[src/hdl/arqrx_pkg.sv]
// Package: shared constants, types and state codes of the ARQ receiver.
`timescale 1ns / 1ps
package arqrx_pkg;

    localparam int SSN_BITS = 16;
    localparam int WIN_MAX  = 64;
    localparam int SLOT_W   = $clog2(WIN_MAX);
    localparam int CNT_W    = $clog2(WIN_MAX + 1);
    localparam int CFG_W    = 7;

    typedef logic [SSN_BITS-1:0] ssn_t;
    typedef logic [SLOT_W-1:0]   slot_t;
    typedef logic [CNT_W-1:0]    cnt_t;
    typedef logic [WIN_MAX-1:0]  bitmap_t;

    typedef enum logic [2:0] {
        ST_IDLE,
        ST_PRIME,
        ST_WALK,
        ST_FINISH,
        ST_CLEAR
    } state_t;

    // Force a written window size into 1..WIN_MAX.
    function automatic cnt_t clamp_window(input logic [CFG_W-1:0] value);
        cnt_t result;
        if (value == '0) begin
            result = cnt_t'(1);
        end
        else if (CFG_W'(value) > CFG_W'(WIN_MAX)) begin
            result = cnt_t'(WIN_MAX);
        end
        else begin
            result = cnt_t'(value);
        end
        return result;
    endfunction

endpackage

[src/hdl/arqrx_seg_if.sv]
// Interface: channel of received segments.
`timescale 1ns / 1ps
interface arqrx_seg_if;
    import arqrx_pkg::*;

    logic       valid;
    logic       ready;
    ssn_t       segment_ssn;
    logic       segment_good;
    logic       last_in_batch;

    modport source (output valid, output segment_ssn, output segment_good,
                    output last_in_batch, input ready);
    modport sink   (input valid, input segment_ssn, input segment_good,
                    input last_in_batch, output ready);
endinterface

[src/hdl/arqrx_ack_if.sv]
// Interface: channel of bitmap acknowledgements.
`timescale 1ns / 1ps
interface arqrx_ack_if;
    import arqrx_pkg::*;

    logic       valid;
    logic       ready;
    ssn_t       ack_win_start;
    bitmap_t    ack_bitmap;
    cnt_t       ack_length;
    cnt_t       contiguous_count;

    modport source (output valid, output ack_win_start, output ack_bitmap,
                    output ack_length, output contiguous_count, input ready);
    modport sink   (input valid, input ack_win_start, input ack_bitmap,
                    input ack_length, input contiguous_count, output ready);
endinterface

[src/hdl/arq_rx_bitmap_ack_top.sv]
// Top level: selective-repeat ARQ receiver building bitmap acknowledgements.
`timescale 1ns / 1ps
// A segment that does not end a batch is taken in ST_IDLE: if it lies in the
// window, its slot's good bit is written to the slot RAM and its received flag
// is set. A segment that ends a batch is followed by a window walk that reads
// the slot RAM one slot a cycle through its single read port: ST_PRIME primes
// the read, ST_WALK steps until a slot not received or a full window, ST_FINISH
// hands the acknowledgement to the output register (waiting if the previous one
// has not been taken), then ST_CLEAR clears the received flags of each slot the
// window advances. No segment is taken during the walk and the clearing. A
// pending acknowledgement does not stop new segments.
// Writing window_size empties all slots and puts the window start on slot 0;
// the sequence number of the window start is kept.
module arq_rx_bitmap_ack_top (
    input  logic                      clk,
    input  logic                      rst_n,
    input  logic                      cfg_we,
    input  logic [arqrx_pkg::CFG_W-1:0] cfg_wdata,
    arqrx_seg_if.sink                 seg,
    arqrx_ack_if.source               ack
);
    import arqrx_pkg::*;

    state_t   state_reg, state_next;
    cnt_t     win_reg, win_next;
    slot_t    start_slot_reg, start_slot_next;
    ssn_t     start_ssn_reg, start_ssn_next;
    ssn_t     first_ssn_reg, first_ssn_next;
    logic     in_batch_reg, in_batch_next;
    bitmap_t  rcvd_reg, rcvd_next;
    slot_t    ptr_reg, ptr_next;
    cnt_t     cnt_reg, cnt_next;
    cnt_t     len_reg, len_next;
    logic     bm_phase_reg, bm_phase_next;
    bitmap_t  bitmap_reg, bitmap_next;
    cnt_t     clr_left_reg, clr_left_next;

    logic     ack_valid_reg, ack_valid_next;
    ssn_t     ack_start_reg, ack_start_next;
    bitmap_t  ack_bitmap_reg, ack_bitmap_next;
    cnt_t     ack_len_reg, ack_len_next;
    cnt_t     ack_cnt_reg, ack_cnt_next;

    logic     ram_we;
    slot_t    ram_waddr;
    logic     ram_wdata;
    slot_t    ram_raddr;
    logic     ram_rdata;

    logic     seg_fire;
    ssn_t     seg_off;
    logic     seg_in_win;
    logic [CNT_W:0] mark_sum;
    slot_t    mark_slot;

    slot_t    ptr_adv;
    logic     walk_full;
    logic     slot_vld;
    logic     slot_done;
    logic     walk_stop;

    ssn_t     limit;
    cnt_t     adv;
    logic [CNT_W:0] start_sum;
    logic     out_free;

    arqrx_ram #(
        .WIDTH (1),
        .DEPTH (WIN_MAX)
    ) u_slot_ram (
        .clk   (clk),
        .we    (ram_we),
        .waddr (ram_waddr),
        .wdata (ram_wdata),
        .raddr (ram_raddr),
        .rdata (ram_rdata)
    );

    // Next slot after the walk pointer, wrapping at the window size.
    assign ptr_adv = ((CNT_W'(ptr_reg) + cnt_t'(1)) == win_reg) ? '0 : ptr_reg + slot_t'(1);

    assign seg_fire   = seg.valid && seg.ready;
    assign seg_off    = seg.segment_ssn - start_ssn_reg;
    assign seg_in_win = seg_off < ssn_t'(win_reg);
    assign mark_sum   = (CNT_W+1)'(start_slot_reg) + (CNT_W+1)'(seg_off[CNT_W-1:0]);
    assign mark_slot  = (mark_sum >= (CNT_W+1)'(win_reg))
                        ? SLOT_W'(mark_sum - (CNT_W+1)'(win_reg)) : SLOT_W'(mark_sum);

    assign walk_full = (cnt_reg + len_reg) == win_reg;
    assign slot_vld  = rcvd_reg[ptr_reg];
    assign slot_done = slot_vld && ram_rdata;
    assign walk_stop = walk_full || !slot_vld;

    assign limit     = (first_ssn_reg + ssn_t'(win_reg)) - start_ssn_reg;
    assign adv       = (ssn_t'(cnt_reg) < limit) ? cnt_reg : CNT_W'(limit);
    assign start_sum = (CNT_W+1)'(start_slot_reg) + (CNT_W+1)'(adv);
    assign out_free  = !ack_valid_reg || ack.ready;

    // Next state
    always_comb
    begin
        state_next = state_reg;
        unique case (state_reg)
            ST_IDLE:
            begin
                if (seg_fire && seg.last_in_batch)
                begin
                    state_next = ST_PRIME;
                end
            end
            ST_PRIME:
            begin
                state_next = ST_WALK;
            end
            ST_WALK:
            begin
                if (walk_stop)
                begin
                    state_next = ST_FINISH;
                end
            end
            ST_FINISH:
            begin
                if (out_free)
                begin
                    state_next = (adv != '0) ? ST_CLEAR : ST_IDLE;
                end
            end
            ST_CLEAR:
            begin
                if (clr_left_reg == cnt_t'(1))
                begin
                    state_next = ST_IDLE;
                end
            end
            default:
            begin
                state_next = ST_IDLE;
            end
        endcase
    end

    // Outputs and datapath
    always_comb
    begin
        win_next        = win_reg;
        start_slot_next = start_slot_reg;
        start_ssn_next  = start_ssn_reg;
        first_ssn_next  = first_ssn_reg;
        in_batch_next   = in_batch_reg;
        rcvd_next       = rcvd_reg;
        ptr_next        = ptr_reg;
        cnt_next        = cnt_reg;
        len_next        = len_reg;
        bm_phase_next   = bm_phase_reg;
        bitmap_next     = bitmap_reg;
        clr_left_next   = clr_left_reg;
        ack_valid_next  = ack_valid_reg && !ack.ready;
        ack_start_next  = ack_start_reg;
        ack_bitmap_next = ack_bitmap_reg;
        ack_len_next    = ack_len_reg;
        ack_cnt_next    = ack_cnt_reg;
        ram_we          = 1'b0;
        ram_waddr       = mark_slot;
        ram_wdata       = seg.segment_good;
        ram_raddr       = ptr_adv;
        seg.ready       = 1'b0;

        unique case (state_reg)
            ST_IDLE:
            begin
                seg.ready = 1'b1;
                if (seg_fire)
                begin
                    if (!in_batch_reg)
                    begin
                        first_ssn_next = seg.segment_ssn;
                    end
                    in_batch_next = !seg.last_in_batch;
                    if (seg_in_win)
                    begin
                        ram_we               = 1'b1;
                        rcvd_next[mark_slot] = 1'b1;
                    end
                end
            end
            ST_PRIME:
            begin
                ram_raddr     = start_slot_reg;
                ptr_next      = start_slot_reg;
                cnt_next      = '0;
                len_next      = '0;
                bm_phase_next = 1'b0;
                bitmap_next   = '0;
            end
            ST_WALK:
            begin
                if (!walk_stop)
                begin
                    ptr_next = ptr_adv;
                    if (!bm_phase_reg && slot_done)
                    begin
                        cnt_next = cnt_reg + cnt_t'(1);
                    end
                    else
                    begin
                        // first retransmit slot opens the bitmap
                        bm_phase_next = 1'b1;
                        bitmap_next[len_reg[SLOT_W-1:0]] = slot_done;
                        len_next = len_reg + cnt_t'(1);
                    end
                end
            end
            ST_FINISH:
            begin
                if (out_free)
                begin
                    ack_valid_next  = 1'b1;
                    ack_start_next  = start_ssn_reg + ssn_t'(cnt_reg);
                    ack_bitmap_next = bitmap_reg;
                    ack_len_next    = len_reg;
                    ack_cnt_next    = cnt_reg;
                    start_ssn_next  = start_ssn_reg + ssn_t'(adv);
                    start_slot_next = (start_sum >= (CNT_W+1)'(win_reg))
                                      ? SLOT_W'(start_sum - (CNT_W+1)'(win_reg))
                                      : SLOT_W'(start_sum);
                    ptr_next        = start_slot_reg;
                    clr_left_next   = adv;
                end
            end
            ST_CLEAR:
            begin
                rcvd_next[ptr_reg] = 1'b0;
                ptr_next           = ptr_adv;
                clr_left_next      = clr_left_reg - cnt_t'(1);
            end
            default:
            begin
                seg.ready = 1'b0;
            end
        endcase

        // new window size empties every slot
        if (cfg_we)
        begin
            win_next        = clamp_window(cfg_wdata);
            rcvd_next       = '0;
            start_slot_next = '0;
        end
    end

    always_ff @(posedge clk or negedge rst_n)
    begin
        if (!rst_n)
        begin
            state_reg      <= ST_IDLE;
            win_reg        <= cnt_t'(WIN_MAX);
            start_slot_reg <= '0;
            start_ssn_reg  <= '0;
            in_batch_reg   <= 1'b0;
            rcvd_reg       <= '0;
            ack_valid_reg  <= 1'b0;
            clr_left_reg   <= '0;
            bm_phase_reg   <= 1'b0;
        end
        else
        begin
            state_reg      <= state_next;
            win_reg        <= win_next;
            start_slot_reg <= start_slot_next;
            start_ssn_reg  <= start_ssn_next;
            in_batch_reg   <= in_batch_next;
            rcvd_reg       <= rcvd_next;
            ack_valid_reg  <= ack_valid_next;
            clr_left_reg   <= clr_left_next;
            bm_phase_reg   <= bm_phase_next;
        end
    end

    always_ff @(posedge clk)
    begin
        first_ssn_reg  <= first_ssn_next;
        ptr_reg        <= ptr_next;
        cnt_reg        <= cnt_next;
        len_reg        <= len_next;
        bitmap_reg     <= bitmap_next;
        ack_start_reg  <= ack_start_next;
        ack_bitmap_reg <= ack_bitmap_next;
        ack_len_reg    <= ack_len_next;
        ack_cnt_reg    <= ack_cnt_next;
    end

    assign ack.valid            = ack_valid_reg;
    assign ack.ack_win_start    = ack_start_reg;
    assign ack.ack_bitmap       = ack_bitmap_reg;
    assign ack.ack_length       = ack_len_reg;
    assign ack.contiguous_count = ack_cnt_reg;
endmodule

[src/hdl/arqrx_ram.sv]
// Generic single-write, single-read RAM with registered read data.
`timescale 1ns / 1ps
module arqrx_ram #(
    parameter int WIDTH = 1,
    parameter int DEPTH = 64
) (
    input  logic                     clk,
    input  logic                     we,
    input  logic [$clog2(DEPTH)-1:0] waddr,
    input  logic [WIDTH-1:0]         wdata,
    input  logic [$clog2(DEPTH)-1:0] raddr,
    output logic [WIDTH-1:0]         rdata
);
    logic [WIDTH-1:0] mem [DEPTH];

    always_ff @(posedge clk)
    begin
        if (we)
        begin
            mem[waddr] <= wdata;
        end
        rdata <= mem[raddr];
    end
endmodule
[src/flat_wrapper.sv]
// flat-port wrapper written by rule: the top's interface ports become plain ports
module arq_rx_bitmap_ack_top_flat import arqrx_pkg::*;
  (clk, rst_n, cfg_we, cfg_wdata, seg_valid, seg_segment_ssn, seg_segment_good, seg_last_in_batch, seg_ready, ack_valid, ack_ack_win_start, ack_ack_bitmap, ack_ack_length, ack_contiguous_count, ack_ready);
  arqrx_seg_if seg_i ();
  arqrx_ack_if ack_i ();
  input  logic clk;
  input  logic rst_n;
  input  logic cfg_we;
  input  logic [arqrx_pkg::CFG_W-1:0] cfg_wdata;
  input wire logic [$bits(seg_i.valid)-1:0] seg_valid;
  input wire logic [$bits(seg_i.segment_ssn)-1:0] seg_segment_ssn;
  input wire logic [$bits(seg_i.segment_good)-1:0] seg_segment_good;
  input wire logic [$bits(seg_i.last_in_batch)-1:0] seg_last_in_batch;
  output wire logic [$bits(seg_i.ready)-1:0] seg_ready;
  output wire logic [$bits(ack_i.valid)-1:0] ack_valid;
  output wire logic [$bits(ack_i.ack_win_start)-1:0] ack_ack_win_start;
  output wire logic [$bits(ack_i.ack_bitmap)-1:0] ack_ack_bitmap;
  output wire logic [$bits(ack_i.ack_length)-1:0] ack_ack_length;
  output wire logic [$bits(ack_i.contiguous_count)-1:0] ack_contiguous_count;
  input wire logic [$bits(ack_i.ready)-1:0] ack_ready;
  assign seg_i.valid = seg_valid;
  assign seg_i.segment_ssn = seg_segment_ssn;
  assign seg_i.segment_good = seg_segment_good;
  assign seg_i.last_in_batch = seg_last_in_batch;
  assign seg_ready = seg_i.ready;
  assign ack_valid = ack_i.valid;
  assign ack_ack_win_start = ack_i.ack_win_start;
  assign ack_ack_bitmap = ack_i.ack_bitmap;
  assign ack_ack_length = ack_i.ack_length;
  assign ack_contiguous_count = ack_i.contiguous_count;
  assign ack_i.ready = ack_ready;
  arq_rx_bitmap_ack_top u_core (.clk(clk), .rst_n(rst_n), .cfg_we(cfg_we), .cfg_wdata(cfg_wdata), .seg(seg_i), .ack(ack_i));
endmodule
[config.mk]
export PLATFORM = sky130hd
export DESIGN_NAME = arq_rx_bitmap_ack_top_flat
export DESIGN_NICKNAME = d
export VERILOG_FILES = /design/src/hdl/arqrx_pkg.sv /design/src/hdl/arqrx_seg_if.sv /design/src/hdl/arqrx_ack_if.sv /design/src/hdl/arq_rx_bitmap_ack_top.sv /design/src/hdl/arqrx_ram.sv /design/src/flat_wrapper.sv
export SDC_FILE = /design/constraint.sdc
export NUM_CORES = 1
export LEC_CHECK = 0
export ABC_CLOCK_PERIOD_IN_PS = 10490
export BUFFER_PORTS_ARGS = -buffer_cell sky130_fd_sc_hd__clkbuf_2
export CAP_MARGIN = 40
export CELL_PAD_IN_SITES_DETAIL_PLACEMENT = 1
export CELL_PAD_IN_SITES_GLOBAL_PLACEMENT = 1
export CORE_MARGIN = 2
export CORE_UTILIZATION = 49
export DETAILED_ROUTE_END_ITERATION = 10
export PLACE_DENSITY_LB_ADDON = 0.08
export RECOVER_POWER = 50
export SETUP_SLACK_MARGIN = 0.05
export SLEW_MARGIN = 20
export SYNTH_ARGS = -nofsm -noshare
export SYNTH_HDL_FRONTEND = slang
export SYNTH_SLANG_ARGS = --single-unit
[constraint.sdc]
create_clock -name clk -period 10.49 [get_ports clk]
set_clock_uncertainty 0.1 [all_clocks]
set_input_delay 1.5735 -clock clk [delete_from_list [all_inputs] [get_ports clk]]
set_output_delay 1.5735 -clock clk [all_outputs]
set_load 0.03 [all_outputs]
### Yosys cells after proc, flatten, opt, wreduce, memory -nomap -nowiden

Memory sizes are Yosys's and may differ from the RTL's. A register that Yosys moved wholly into a read port is not among the register bits.
Cells that the tools add are included.

| storage, ports and cells | value |
|---|---|
| register bits | 300 |
| RAM bits | 64 |
| input bits | 30 |
| output and inout bits | 96 |
| logic and storage cells | 153 |
| memories | 1 |

| cells by class | value |
|---|---|
| add/subtract/negate cells | 15 |
| magnitude comparators | 11 |
| equal/unequal tests | 16 |
| mux-type cells | 54 |
| bitwise operators | 4 |
| reductions and logical operators | 34 |

Memories:

| name | depth | bits a word | rd ports | clocked after memory_dff | write ports | line | RTL |
|---|---|---|---|---|---|---|---|
| u_core.u_slot_ram.mem | 64 | 1 | 1 | 1 | 1 | arqrx_ram.sv:14 | `logic [WIDTH-1:0] mem [DEPTH];` |

Operators by type and width:

| operator | number |
|---|---|
| $mux W64 | 5 |
| $pmux W64 S2 | 2 |
| $and A64 B64 Y64 | 1 |
| $bwmux W64 | 1 |
| $not A64 Y64 | 1 |
| $or A64 B64 Y64 | 1 |
| $mux W7 | 8 |
| $mux W6 | 9 |
| $add A16 B7 Y16 | 3 |
| $pmux W7 S2 | 3 |
| $sub A16 B16 Y16 | 2 |
| $pmux W6 S4 | 1 |
| $lt A6 B7 Y1 const B | 3 |
| $demux W1 S6 | 3 |
| $ge A6 B1 Y1 const B | 3 |
| $add A6 B7 Y8 | 2 |
| $ge A8 B7 Y1 | 2 |
| $lt A16 B7 Y1 | 1 |
| $lt A7 B16 Y1 | 1 |
| $mux W3 | 5 |
| $pmux W3 S5 | 1 |
| $reduce_and A3 Y1 | 5 |
| $add A7 B1 Y7 const B | 2 |
| $eq A7 B7 Y1 | 2 |
| 28 further kinds | 67 |

### Logic depth before layout (Yosys ltp)

Gate-level depths: netlist (run 1).

| logic depth | value |
|---|---|
| depth in word-level cells | 13 |
| gate-level depth with buffers | 34 |
| depth with buffers taken out | 33 |

### Cells and area by module

A second synthesis (run 1) with hierarchy kept.

| second synthesis, totals | value |
|---|---|
| cell total of the unflattened synthesis | 1945 |
| area, all modules | 20548.5 µm² |

By module, submodules not included:

| module | times used | cells each | area each (µm²) | sequential area each (µm²) |
|---|---|---|---|---|
| arq_rx_bitmap_ack_top | 1 | 1741 | 17634.4 | 8479.4 |
| arqrx_ram | 1 | 204 | 2914.0 | 1941.9 |

### Least setup slack after synthesis (run 1)

OpenSTA, ideal clock, no wires.

| timing | value |
|---|---|
| path type | reg-to-reg |
| start point | register u_core.ptr_reg[0] |
| end point | register u_core.bitmap_reg[0], enable pin |
| library setup time | 598 ps |
| data arrival time | 7326 ps |
| data required time | 9792 ps |
| path slack | 2466 ps |
| cell stages (with the launch flop) | 12 |
| path buffers | 2 |
| clock period less this slack | 8024 ps |
| cells stage by stage | edfxtp_1 > buf_6 > mux4_2 > mux4_2 > nor2b_1 > a31oi_1 > mux2_2 > inv_2 > nand2_1 > clkbuf_1 > nor2_1 > o21ai_0 |

| on the way | value |
|---|---|
| longest elaborated chain between the ends | 6 |
| elaborated cells on any way between the ends | 9 |
| those cells by class | 2 x eq/ne; 2 x mux; 5 x reduce/logical |

Ends and longest elaborated chain:

| what | line | RTL |
|---|---|---|
| start: declaration | arq_rx_bitmap_ack_top.sv:31 | `slot_t ptr_reg, ptr_next;` |
| start signal: assignment | arq_rx_bitmap_ack_top.sv:283 | `ptr_reg <= ptr_next;` |
| $bmux W1 S6 (*) | arq_rx_bitmap_ack_top.sv:90 | `assign slot_vld = rcvd_reg[ptr_reg];` |
| $mux W1 (implied by the code) (*) | arq_rx_bitmap_ack_top.sv:90 |  |
| $logic_not A1 Y1 / $logic_and A1 B1 Y1 (equally long branches) | arq_rx_bitmap_ack_top.sv:92, arq_rx_bitmap_ack_top.sv:91 |  |
| $logic_or A1 B1 Y1 / $logic_and A1 B1 Y1 (equally long branches) | arq_rx_bitmap_ack_top.sv:92, arq_rx_bitmap_ack_top.sv:201 |  |
| $ne A2 B2 Y1 (no source line) | - |  |
| $reduce_and A3 Y1 (no source line) (*) | - |  |
| end signal: assignment | arq_rx_bitmap_ack_top.sv:286 | `bitmap_reg <= bitmap_next;` |
| end: declaration | arq_rx_bitmap_ack_top.sv:35 | `bitmap_t bitmap_reg, bitmap_next;` |

Mark *: on every way between the ends. The rest lies on a longest branch, timed or not. The select of a mux whose other input is x is not followed.
A chain may end at the register's enable or synchronous reset.

### Worst setup path in the final report (run 1)

| timing | value |
|---|---|
| start point | register u_core.win_reg[4] |
| end point | register u_core.start_slot_reg[1] |

| on the way | value |
|---|---|
| longest elaborated chain between the ends | 10 |
| elaborated cells on any way between the ends | 11 |
| those cells by class | 4 x add/sub; 2 x order compare; 5 x mux |

Ends and longest elaborated chain:

| what | line | RTL |
|---|---|---|
| start: declaration | arq_rx_bitmap_ack_top.sv:25 | `cnt_t win_reg, win_next;` |
| start signal: assignment | arq_rx_bitmap_ack_top.sv:257 | `win_reg <= cnt_t'(WIN_MAX);` |
| start signal: assignment | arq_rx_bitmap_ack_top.sv:269 | `win_reg <= win_next;` |
| $add A16 B7 Y16 | arq_rx_bitmap_ack_top.sv:94 | `assign limit = (first_ssn_reg + ssn_t'(win_reg)) - start_ssn_reg;` |
| $sub A16 B16 Y16 | arq_rx_bitmap_ack_top.sv:94 |  |
| $lt A7 B16 Y1 | arq_rx_bitmap_ack_top.sv:95 | `assign adv = (ssn_t'(cnt_reg) < limit) ? cnt_reg : CNT_W'(limit);` |
| $mux W7 | arq_rx_bitmap_ack_top.sv:95 |  |
| $add A6 B7 Y8 | arq_rx_bitmap_ack_top.sv:96 | `assign start_sum = (CNT_W+1)'(start_slot_reg) + (CNT_W+1)'(adv);` |
| $ge A8 B7 Y1 / $sub A6 B6 Y6 (equally long branches) | arq_rx_bitmap_ack_top.sv:224, arq_rx_bitmap_ack_top.sv:225 |  |
| $mux W6 (*) | arq_rx_bitmap_ack_top.sv:225 | `? SLOT_W'(start_sum - (CNT_W+1)'(win_reg))` |
| $mux W6 (*) | arq_rx_bitmap_ack_top.sv:216 | `if (out_free)` |
| $mux W6 (*) | arq_rx_bitmap_ack_top.sv:169 | `unique case (state_reg)` |
| $mux W6 (*) | arq_rx_bitmap_ack_top.sv:244 | `if (cfg_we)` |
| end signal: assignment | arq_rx_bitmap_ack_top.sv:270 | `start_slot_reg <= start_slot_next;` |
| end: declaration | arq_rx_bitmap_ack_top.sv:26 | `slot_t start_slot_reg, start_slot_next;` |

Marked as above.

==> results of run 1 <==
-- stage by stage --
step	hold WS [ns]	util
global route	0.357	0.553
finish	0.338	0.553
global placement	0.325	0.520
CTS	0.340	0.556
detailed placement	0.330	0.524
floorplan	0.320	-
-- worst max-delay path by stage --
stage                            startpoint                       end
final                     u_core.win_reg[4]  u_core.start_slot_reg[1]
after global routing      u_core.win_reg[4]  u_core.start_slot_reg[1]
after CTS                 u_core.win_reg[4]  u_core.start_slot_reg[1]
after detailed placement  u_core.win_reg[4]  u_core.start_slot_reg[1]
after global placement    u_core.win_reg[4]  u_core.start_slot_reg[1]
after floorplan           u_core.ptr_reg[0]      u_core.bitmap_reg[0]
-- metal layers --
layer,track usage,part of all wire,vias to the layer above
met5,0,0,-
met4,0.102,0.028,0
met3,0.0341,0.039,114
met2,0.482,0.49,372
met1,0.391,0.44,8382
li1,-,-,7546
-- critical path: cells and delay by family (launching register included) --
| kind | cells | cell delay, ns |
|---|---|---|
| buffers and inverters | 4 | 0.36 |
| xor gates and xnor gates | 2 | 0.44 |
| muxes | 1 | 0.30 |
| adders and majority gates | 6 | 2.06 |
| AOI/OAI and AO/OA | 12 | 2.40 |
| DFF | 1 | 0.42 |
| and+or+nand+nor | 5 | 1.77 |
-- cell usage in the layout, fill, tap and decap left out, drive strengths merged, types with 11 or more instances in the layout --
master and count:
mux4 11, a31oi 12, ha 104, a21oi 142, fa 15, nand3b 16, nand2 119, a221oi 22
nand2b 16, mux2i 16, xnor2 64, a211oi 16, a21o 25, dfrtp 105, nand3 33, or3 80
inv 92, clkbuf 186, o31ai 65, buf 22, nor3 84, mux2 12, clkinv 19, edfxtp 258
o21ai 201, nor2 106, xor2 30, nor2b 84
-- power by group --
group / total, mW / switching [mW] / leakage, nW / internal, mW
Clock: 1.45 / 0.622 / 0.657 / 0.830
Sequential: 2.30 / 0.306 / 3.81 / 2.00
Combinational: 4.66 / 3.17 / 4.01 / 1.50
Total: 8.42 / 4.09 / 8.48 / 4.33
-- final cells by class --
cell class              instances  area, µm²  share of cell area
inverters                      92        347              0.0150
diodes                          2       5.00            0.000216
clock inverters                25        183             0.00788
repair buffers                156        761              0.0328
flip-flops and latches        365      10400               0.450
well taps                     539        674              0.0291
clock buffers                  52       1150              0.0497
multi-input cells            1418       9630               0.416
-- kinds of logic after synthesis --
| group | count (synthesis) |
|---|---|
| XOR/XNOR | 94 |
| multiplexers | 39 |
| flip-flops | 365 |
| buffers and inverters | 217 |
| AO/OA/AOI/OAI | 560 |
| adder cells (fa/ha/maj) | 119 |
| AND/OR/NAND/NOR | 606 |
==> results.py, run 1 <==
metrics = {
    "worst_setup_path": {
        "worstSetupPathType": "reg -> reg",
        "setup.reg_to_reg.worst_slack_ns": 2.47,
        "crit_required_ns": 10.81,
        "timing.critical_path.fanout_max": 11,
        "r2r.worst_path.cells": 30,
        "timing.critical_path.arrival_ns": 8.34,
        "critical_path.slowest_cell": "sky130_fd_sc_hd__and3_1",
        "endpoint_kind": "flip-flop",
        "launch_instance_of_the_worst_register_to_register_path": "u_core.win_reg[4]",
        "r2r_path_end": "u_core.start_slot_reg[1]",
        "crit_path_max_incr_delay_ns": 0.57,
        "startpoint_class": "flip-flop",
    },
    "timing": {
        "worstMarginPinSlew_ns": 3.63,
        "fin_crit_ns": 8.02,
        "setup_viol": 0,
        "fmaxAchievable_mhz": 125,
        "hold_violations": 0,
        "relSlewSlack": -1.42,
        "maxSlewViolCount": 244,
        "final_critical_path_setup_slack_ns": 2.47,
        "min_period_over_period": 0.764,
        "tns_ns": 0,
        "grt_setup_unrepaired": "false",
    },
    "grt": {
        "vias_in_the_first_global_route": 17128,
        "grt_first_pass_wirelength_mm": 99.6,
        "grt_util_all_layers": 0.289,
        "grt_overflow": 0,
        "initial_antenna_violation_count": 2,
        "grt_max_degree": 86,
    },
    "route": {
        "drt_iter0_markers": 1012,
        "drt-wirelength-per-cell_um": 24.1,
        "via_count": 16414,
        "drt_pre_antenna_iters": 5,
        "drc": 0,
        "detail_route.wirelength_mm": 63.9,
        "detail_route.vias_per_cell": 6.20,
        "final_antenna_net_count": 0,
    },
    "clocking": {
        "cts_root_buf": "sky130_fd_sc_hd__clkbuf_16",
        "worst_setup_hold_path_clk_slew_ns": 0.06,
        "cts_num_sinks": 365,
        "clkLatencyLatePin_ns": 0.58,
        "clockBufferDepth": 3,
        "clock_tree.htree_level_count": 2,
        "ctsHoldBuffers": 0,
        "post-cts-setup-buffers": 0,
        "cts_inserted_buffers": 42,
        "post_cts_resize_count": 0,
        "tritoncts": "done",
    },
    "floorplan": {
        "dieArea_um2": 44300,
        "dieWidth_um": 210,
        "core_um2": 41900,
        "floorplan.io_pins": 126,
        "core.rowCount": 75,
        "floorplan.initialDensity": 0.497,
        "die-height_um": 210,
    },
    "synth": {
        "synth-main-ff-cell": "sky130_fd_sc_hd__edfxtp_1",
        "ys_top_cells_by_area": "sky130_fd_sc_hd__edfxtp_1 (37%), sky130_fd_sc_hd__dfrtp_1 (13%), sky130_fd_sc_hd__ha_1 (6.2%)",
        "synthesis.nets": 2149,
        "share_of_synthesized_registers_carrying_an_async_set_or_reset": 0.290,
        "synth_simple_gate_area_frac": 0.152,
        "synth-edff-count": 258,
        "area_share_of_fa_ha_maj_cells_after_synthesis": 0.0767,
        "mapped_area_um2": 20900,
        "seq_area_frac_synth": 0.499,
        "netlist.area_leader.share": 0.371,
        "synth_top_family_by_area": "compound AO/OA/AOI/OAI gates",
        "post_synthesis_register_bit_count": 365,
        "mapped_avg_cell_area_um2": 10.4,
        "synth_area_leader_cell": "sky130_fd_sc_hd__edfxtp_1",
        "synth_compound_gate_area_share": 0.166,
        "netlist_instances": 2000,
        "synth_warnings": 0,
        "yosys.cell_count.top_type": "sky130_fd_sc_hd__edfxtp_1",
        "netlist_top_cells_count": "sky130_fd_sc_hd__edfxtp_1 (258), sky130_fd_sc_hd__o21ai_0 (192), sky130_fd_sc_hd__a21oi_1 (139), sky130_fd_sc_hd__nand2_1 (119)",
        "yosys.area_share.xor_xnor": 0.0398,
        "synth_mux_area_frac": 0.0260,
        "ys_types": 78,
    },
    "final_layout": {
        "final-instance-count-excl-fill": 2649,
        "fin_area_um2": 23200,
        "post_route_cells_drive_above_1_share": 0.0745,
        "n_fill_cell": 4601,
        "area.growth.synth_to_final_pct": 11.1,
        "final_nets": 2224,
    },
    "hold_path": {
        "min-delay-path-class": "reg -> reg",
        "hold_path_startpoint": "u_core.bitmap_reg[33]",
        "whs_endpoint": "u_core.ack.ack_bitmap[33]",
        "min_path_cells": 0,
    },
    "run_status": {
        "status": "finished with violations",
        "violations": "max-capacitance violations, max-slew violations",
    },
    "flow_run": {
        "timing.max_cap.violations": 4,
    },
    "pwr": {
        "power_density_nw_per_um2": 363,
        "total_power_mw": 8.42,
        "leakagePower_nw": 8.48,
        "vdd_drop_max_v": 0.000270,
    },
    "placed_design": {
        "place_hpwl_mm": 43.8,
        "placedCellCount": 2566,
        "placement.io_buffers": 125,
        "dpl_ws_ns": 2.69,
        "routabilityCongestion": 0.863,
        "post_dp_cell_area_um2": 22000,
    },
}
Note: power is estimated with default switching activity, not from simulation.
==> run 2: changes to the inputs <==
--- a/config.mk
+++ b/config.mk
@@ -5,13 +5,14 @@
 export SDC_FILE = /design/constraint.sdc
 export NUM_CORES = 1
 export LEC_CHECK = 0
-export ABC_CLOCK_PERIOD_IN_PS = 10490
+export ABC_AREA = 1
+export ABC_CLOCK_PERIOD_IN_PS = 7400
 export BUFFER_PORTS_ARGS = -buffer_cell sky130_fd_sc_hd__clkbuf_2
 export CAP_MARGIN = 40
 export CELL_PAD_IN_SITES_DETAIL_PLACEMENT = 1
 export CELL_PAD_IN_SITES_GLOBAL_PLACEMENT = 1
 export CORE_MARGIN = 2
-export CORE_UTILIZATION = 49
+export CORE_UTILIZATION = 47
 export DETAILED_ROUTE_END_ITERATION = 10
 export PLACE_DENSITY_LB_ADDON = 0.08
 export RECOVER_POWER = 50
==> constraint.sdc (replaced) <==
create_clock -name clk -period 7.4 [get_ports clk]
set_clock_uncertainty 0.1 [all_clocks]
set_input_delay 1.11 -clock clk [delete_from_list [all_inputs] [get_ports clk]]
set_output_delay 1.11 -clock clk [all_outputs]
set_load 0.03 [all_outputs]
==> results.py, run 2 <==
metrics = {
    "clocking": {
        "worst_setup_hold_path_clk_slew_ns": 0.07,
        "cts_inserted_buffers": 44,
        "cts_num_sinks": 365,
        "clockBufferDepth": 3,
        "cts_root_buf": "sky130_fd_sc_hd__clkbuf_16",
        "post-cts-setup-buffers": 0,
        "ctsHoldBuffers": 0,
        "tritoncts": "done",
        "clkLatencyLatePin_ns": 0.59,
        "post_cts_resize_count": 0,
        "clock_tree.htree_level_count": 2,
    },
    "placed_design": {
        "placement.io_buffers": 125,
        "post_dp_cell_area_um2": 22600,
        "routabilityCongestion": 0.899,
        "dpl_ws_ns": 0.663,
        "place_hpwl_mm": 48.7,
    },
    "timing": {
        "fmaxAchievable_mhz": 150,
        "worstMarginPinSlew_ns": 3.23,
        "relSlewSlack": -1.15,
        "hold-worst-slack_ns": 0.350,
        "tns_ns": 0,
        "final_critical_path_setup_slack_ns": 0.754,
        "maxSlewViolCount": 342,
        "hold_violations": 0,
        "setup_viol": 0,
        "grt_setup_unrepaired": "false",
        "fin_crit_ns": 6.65,
        "min_period_over_period": 0.898,
    },
    "synth": {
        "netlist_instances": 2480,
        "mapped_area_um2": 21300,
        "mapped_avg_cell_area_um2": 8.59,
        "synth_top_family_by_area": "simple AND/OR/NAND/NOR gates",
        "yosys.cell_count.top_type": "sky130_fd_sc_hd__nand2_1",
        "synth_area_leader_cell": "sky130_fd_sc_hd__edfxtp_1",
        "ys_types": 56,
        "synth_mux_area_frac": 0,
        "synthesis.nets": 2629,
        "synth-main-ff-cell": "sky130_fd_sc_hd__edfxtp_1",
        "post_synthesis_register_bit_count": 365,
        "area_share_of_fa_ha_maj_cells_after_synthesis": 0.0751,
        "synth_warnings": 0,
        "synth_compound_gate_area_share": 0.119,
        "netlist_top_cells_count": "sky130_fd_sc_hd__nand2_1 (580), sky130_fd_sc_hd__inv_1 (271), sky130_fd_sc_hd__edfxtp_1 (258), sky130_fd_sc_hd__nor2_1 (228), sky130_fd_sc_hd__nand3_1 (204)",
        "synth_simple_gate_area_frac": 0.216,
        "ys_top_cells_by_area": "sky130_fd_sc_hd__edfxtp_1 (36%), sky130_fd_sc_hd__dfrtp_1 (12%), sky130_fd_sc_hd__nand2_1 (10%)",
        "yosys.area_share.xor_xnor": 0.0349,
        "share_of_synthesized_registers_carrying_an_async_set_or_reset": 0.290,
        "seq_area_frac_synth": 0.489,
        "netlist.area_leader.share": 0.364,
        "synth-edff-count": 258,
    },
    "worst_setup_path": {
        "critical_path.endpoint": "u_core.start_slot_reg[0]",
        "critical_path.slowest_cell": "sky130_fd_sc_hd__fa_1",
        "timing.critical_path.from": "u_core.win_reg[2]",
        "worst-path-stages": 35,
        "r2r_path_end": "u_core.start_slot_reg[0]",
        "timing.critical_path.fanout_max": 8,
        "startpoint_class": "flip-flop",
        "setup.reg_to_reg.worst_slack_ns": 0.75,
        "crit_path_max_incr_delay_ns": 0.51,
        "r2r.worst_path.cells": 35,
        "crit_required_ns": 7.81,
        "worstPathBufferInverterCount": 3,
        "worstSetupPathType": "reg -> reg",
        "endpoint_kind": "flip-flop",
        "path_delay_family": "compound AO/OA/AOI/OAI gates",
        "launch_instance_of_the_worst_register_to_register_path": "u_core.win_reg[2]",
        "crit_path_frequent_cell": "sky130_fd_sc_hd__nand2_1",
        "timing.critical_path.arrival_ns": 7.06,
    },
    "final_layout": {
        "layout.cells.most_common": "sky130_fd_sc_hd__nand2_1",
        "final_cell_utilization_of_the_core": 0.533,
        "post_route_cells_drive_above_1_share": 0.0832,
        "area.growth.synth_to_final_pct": 12.9,
        "final_nets": 2745,
        "commonest_non_fill_non_tap_cells_in_the_layout": "sky130_fd_sc_hd__nand2_1 (576), sky130_fd_sc_hd__inv_1 (271), sky130_fd_sc_hd__edfxtp_1 (258)",
        "n_fill_cell": 5383,
        "diode_insertion_count_for_antenna_repair": 0,
        "fin_area_um2": 24100,
    },
    "floorplan": {
        "core_um2": 45100,
        "dieWidth_um": 217,
        "floorplan.io_pins": 126,
        "die-height_um": 217,
        "core.rowCount": 78,
        "floorplan.initialDensity": 0.473,
        "dieArea_um2": 47100,
    },
    "route": {
        "drt_iter0_markers": 1418,
        "via_count": 18195,
        "drc": 0,
        "drt_pre_antenna_iters": 5,
        "detail_route.wirelength_mm": 67.4,
        "detail_route.vias_per_cell": 5.63,
        "drt-wirelength-per-cell_um": 20.9,
        "final_antenna_net_count": 0,
    },
    "pwr": {
        "vdd_drop_max_v": 0.000359,
        "power_density_nw_per_um2": 527,
        "leakagePower_nw": 10.4,
    },
    "run_status": {
        "violations": "max-capacitance violations, max-slew violations",
        "status": "finished with violations",
    },
    "grt": {
        "vias_in_the_first_global_route": 18972,
        "grt_overflow": 0,
        "grt_first_pass_wirelength_mm": 106,
        "grt_util_all_layers": 0.288,
        "grt_max_degree": 72,
        "initial_antenna_violation_count": 0,
    },
    "hold_path": {
        "min-delay-path-class": "reg -> reg",
    },
    "flow_run": {
        "timing.max_cap.violations": 6,
    },
}
[run 2: worst min-delay path by stage]
stage                                      endpoint  cells after the start                  start  slack (ns)
final                      u_core.ack.ack_bitmap[8]                      0   u_core.bitmap_reg[8]        0.35
after global routing      u_core.ack.ack_bitmap[21]                      0  u_core.bitmap_reg[21]        0.36
after CTS                 u_core.ack.ack_bitmap[25]                      0  u_core.bitmap_reg[25]        0.35
after detailed placement   u_core.ack.ack_bitmap[8]                      0   u_core.bitmap_reg[8]        0.34
after global placement    u_core.ack.ack_bitmap[35]                      0  u_core.bitmap_reg[35]        0.33
after floorplan            u_core.ack.ack_bitmap[0]                      0   u_core.bitmap_reg[0]        0.32
[run 2: power breakdown]
group	internal [mW]	total [mW]	leakage, nW	switching, mW
combinational	1.98	7.13	5.80	5.16
sequential	2.80	3.17	3.82	0.370
clock	1.47	2.37	0.762	0.905
total	6.25	12.7	10.4	6.43
[run 2: area by class of cell]
cell class / count / area (µm²) / area share
Sequential cell: 365 / 10400 / 0.433
Multi-Input combinational cell: 1757 / 9510 / 0.395
Clock buffer: 55 / 1200 / 0.0501
Inverter: 281 / 1060 / 0.0440
Tap cell: 600 / 751 / 0.0312
Timing Repair Buffer: 147 / 746 / 0.0310
Clock inverter: 26 / 362 / 0.0150
[run 2: routing by layer]
layer	vias up	GRT usage	routed length, µm
li1	8587	-	-
met1	9005	0.401	30900
met2	493	0.470	31200
met3	110	0.0408	3560
met4	0	0.0854	1750
met5	-	0	0
[run 2: cells by family (layout without fill, tap and decap cells)]
kind of cell,Yosys count,count (layout)
buf+inv,358,509
compound gates,461,461
flops,365,365
simple gates,1093,1093
fa+ha+maj,119,119
xor+xnor,84,84
[run 2: metrics by stage]
step           cells  power (mW)
5_1_grt         3231        13.6
3_3_place_gp    3144        9.95
6_report        3231        12.7
3_5_place_dp    3148        10.2
2_1_floorplan   2480        8.12
4_1_cts         3229        12.6
==> run 3: changes to the inputs <==
--- a/config.mk
+++ b/config.mk
@@ -11,7 +11,6 @@
 export CAP_MARGIN = 40
 export CELL_PAD_IN_SITES_DETAIL_PLACEMENT = 1
 export CELL_PAD_IN_SITES_GLOBAL_PLACEMENT = 1
-export CORE_MARGIN = 2
 export CORE_UTILIZATION = 47
 export DETAILED_ROUTE_END_ITERATION = 10
 export PLACE_DENSITY_LB_ADDON = 0.08
==> results.py, run 3 (synthesis gave the netlist of run 2 again) <==
metrics = {
    "worst_setup_path": {
        "endpoint_kind": "flip-flop",
        "critical_path.slowest_cell": "sky130_fd_sc_hd__fa_1",
        "startpoint_class": "flip-flop",
        "timing.critical_path.from": "u_core.start_ssn_reg[1]",
        "worstSetupPathType": "reg -> reg",
        "timing.critical_path.fanout_max": 8,
        "crit_path_frequent_cell": "sky130_fd_sc_hd__nand2_1",
        "path_delay_family": "adder cells",
        "crit_required_ns": 7.81,
        "launch_instance_of_the_worst_register_to_register_path": "u_core.start_ssn_reg[1]",
        "timing.critical_path.arrival_ns": 7.00,
        "worstPathBufferInverterCount": 3,
        "crit_path_max_incr_delay_ns": 0.58,
    },
    "hold_path": {
        "min-delay-path-class": "reg -> reg",
        "hold_path_startpoint": "u_core.bitmap_reg[21]",
    },
    "placed_design": {
        "placement.io_buffers": 125,
        "place_hpwl_mm": 49.3,
        "placedCellCount": 3144,
        "routabilityCongestion": 0.922,
    },
    "clocking": {
        "cts_num_sinks": 365,
        "ctsHoldBuffers": 0,
        "cts_inserted_buffers": 42,
        "worst_setup_hold_path_clk_slew_ns": 0.06,
        "clock_tree.htree_level_count": 2,
        "clkLatencyLatePin_ns": 0.58,
        "clockBufferDepth": 3,
        "tritoncts": "done",
        "cts_root_buf": "sky130_fd_sc_hd__clkbuf_16",
    },
    "flow_run": {
        "timing.max_cap.violations": 7,
    },
    "timing": {
        "hold_violations": 0,
        "hold-worst-slack_ns": 0.344,
        "min_period_over_period": 0.891,
        "relSlewSlack": -0.927,
        "fin_crit_ns": 6.59,
        "maxSlewViolCount": 311,
        "setup_viol": 0,
        "tns_ns": 0,
        "worstMarginPinSlew_ns": 2.89,
        "fmaxAchievable_mhz": 152,
        "grt_setup_unrepaired": "false",
    },
    "grt": {
        "grt_util_all_layers": 0.296,
        "vias_in_the_first_global_route": 19131,
        "grt_max_degree": 72,
        "grt_overflow": 0,
        "initial_antenna_violation_count": 0,
        "grt_first_pass_wirelength_mm": 108,
    },
    "run_status": {
        "status": "finished with violations",
        "violations": "max-capacitance violations, max-slew violations",
    },
    "floorplan": {
        "core.rowCount": 77,
        "die-height_um": 215,
        "core_um2": 44500,
        "dieWidth_um": 215,
        "floorplan.initialDensity": 0.479,
        "floorplan.io_pins": 126,
        "dieArea_um2": 46200,
    },
    "final_layout": {
        "area.growth.synth_to_final_pct": 12.2,
        "diode_insertion_count_for_antenna_repair": 0,
        "final_cell_utilization_of_the_core": 0.537,
        "commonest_non_fill_non_tap_cells_in_the_layout": "sky130_fd_sc_hd__nand2_1 (577), sky130_fd_sc_hd__inv_1 (271), sky130_fd_sc_hd__edfxtp_1 (258)",
        "final-instance-count-excl-fill": 3222,
        "post_route_cells_drive_above_1_share": 0.0848,
        "final_nets": 2746,
        "layout.cells.most_common": "sky130_fd_sc_hd__nand2_1",
    },
    "pwr": {
        "power_density_nw_per_um2": 521,
        "netSwitchingPower_mw": 6.40,
        "power_frac_clock": 0.173,
        "p_int_mw": 6.04,
        "vdd_drop_max_v": 0.000335,
        "pwr-share-comb": 0.573,
        "leakagePower_nw": 10.3,
        "p_seq_frac": 0.254,
        "swShare": 0.514,
    },
    "route": {
        "drt_pre_antenna_iters": 6,
        "drt-wirelength-per-cell_um": 21.0,
        "detail_route.wirelength_mm": 67.6,
        "drc": 0,
        "detail_route.vias_per_cell": 5.66,
        "via_count": 18231,
        "drt_iter0_markers": 1557,
        "final_antenna_net_count": 0,
    },
}
run 3: worst paths after layout:
path | endpoint | slack, ns | cells past startpoint
setup / recovery | u_core.start_slot_reg[1] | 0.81 | 32
hold / removal | u_core.ack.ack_bitmap[21] | 0.34 | 0
setup reg to reg | u_core.start_slot_reg[1] | 0.81 | 32
hold reg to reg | u_core.ack.ack_bitmap[21] | 0.34 | 0
max in group asynchronous | u_core.start_ssn_reg[12] | 2.29 | 3
min in group asynchronous | u_core.bm_phase_reg | 1.03 | 1
run 3: repair_timing:
action,CTS,global route
setup buffers,0,0
endpoints found under the hold margin,0,0
resized for setup,0,1
endpoints found under the setup margin,0,6
run 3: final cells by class:
class | count | area, µm²
fillers | 5335 | 20600
flip-flops and latches | 365 | 10400
multi-input cells | 1757 | 9510
clock buffers | 49 | 1110
inverters | 281 | 1060
repair buffers | 150 | 779
well taps | 592 | 741
clock inverters | 28 | 288
run 3: power groups by stage:
stage / registers [mW] / clock network (mW) / logic [mW]
2_1_floorplan: 3.24 / 0 / 4.87
3_3_place_gp: 3.16 / 0 / 6.75
3_5_place_dp: 3.18 / 0 / 7.02
4_1_cts: 3.15 / 2.19 / 7.07
5_1_grt: 3.21 / 2.26 / 7.87
6_report: 3.16 / 2.15 / 7.13
run 3: through the flow:
step                cell area, µm²  total power, mW  setup WS [ns]
floorplan                    21300             8.12           1.66
global placement             22500             9.92          0.980
detailed placement           22600             10.2          0.729
CTS                          24000             12.4          0.694
global route                 23900             13.3          0.192
finish                       23900             12.4          0.809
run 3: per-layer routing:
metal / up-vias / track usage / wire (µm)
li1: 8578 / - / -
met1: 9056 / 0.399 / 30100
met2: 481 / 0.496 / 32400
met3: 116 / 0.0436 / 3350
met4: 0 / 0.0876 / 1740
met5: - / 0 / 0
run 3: worst register-to-register path, delay by kind of cell, from the launching register on:
| family | cells | cell delay (ns) |
|---|---|---|
| AO/OA/AOI/OAI | 9 | 1.87 |
| buffers and inverters | 3 | 0.43 |
| flip-flops | 1 | 0.42 |
| AND/OR/NAND/NOR | 13 | 1.39 |
| XOR/XNOR | 2 | 0.39 |
| adder cells (fa/ha/maj) | 5 | 1.94 |
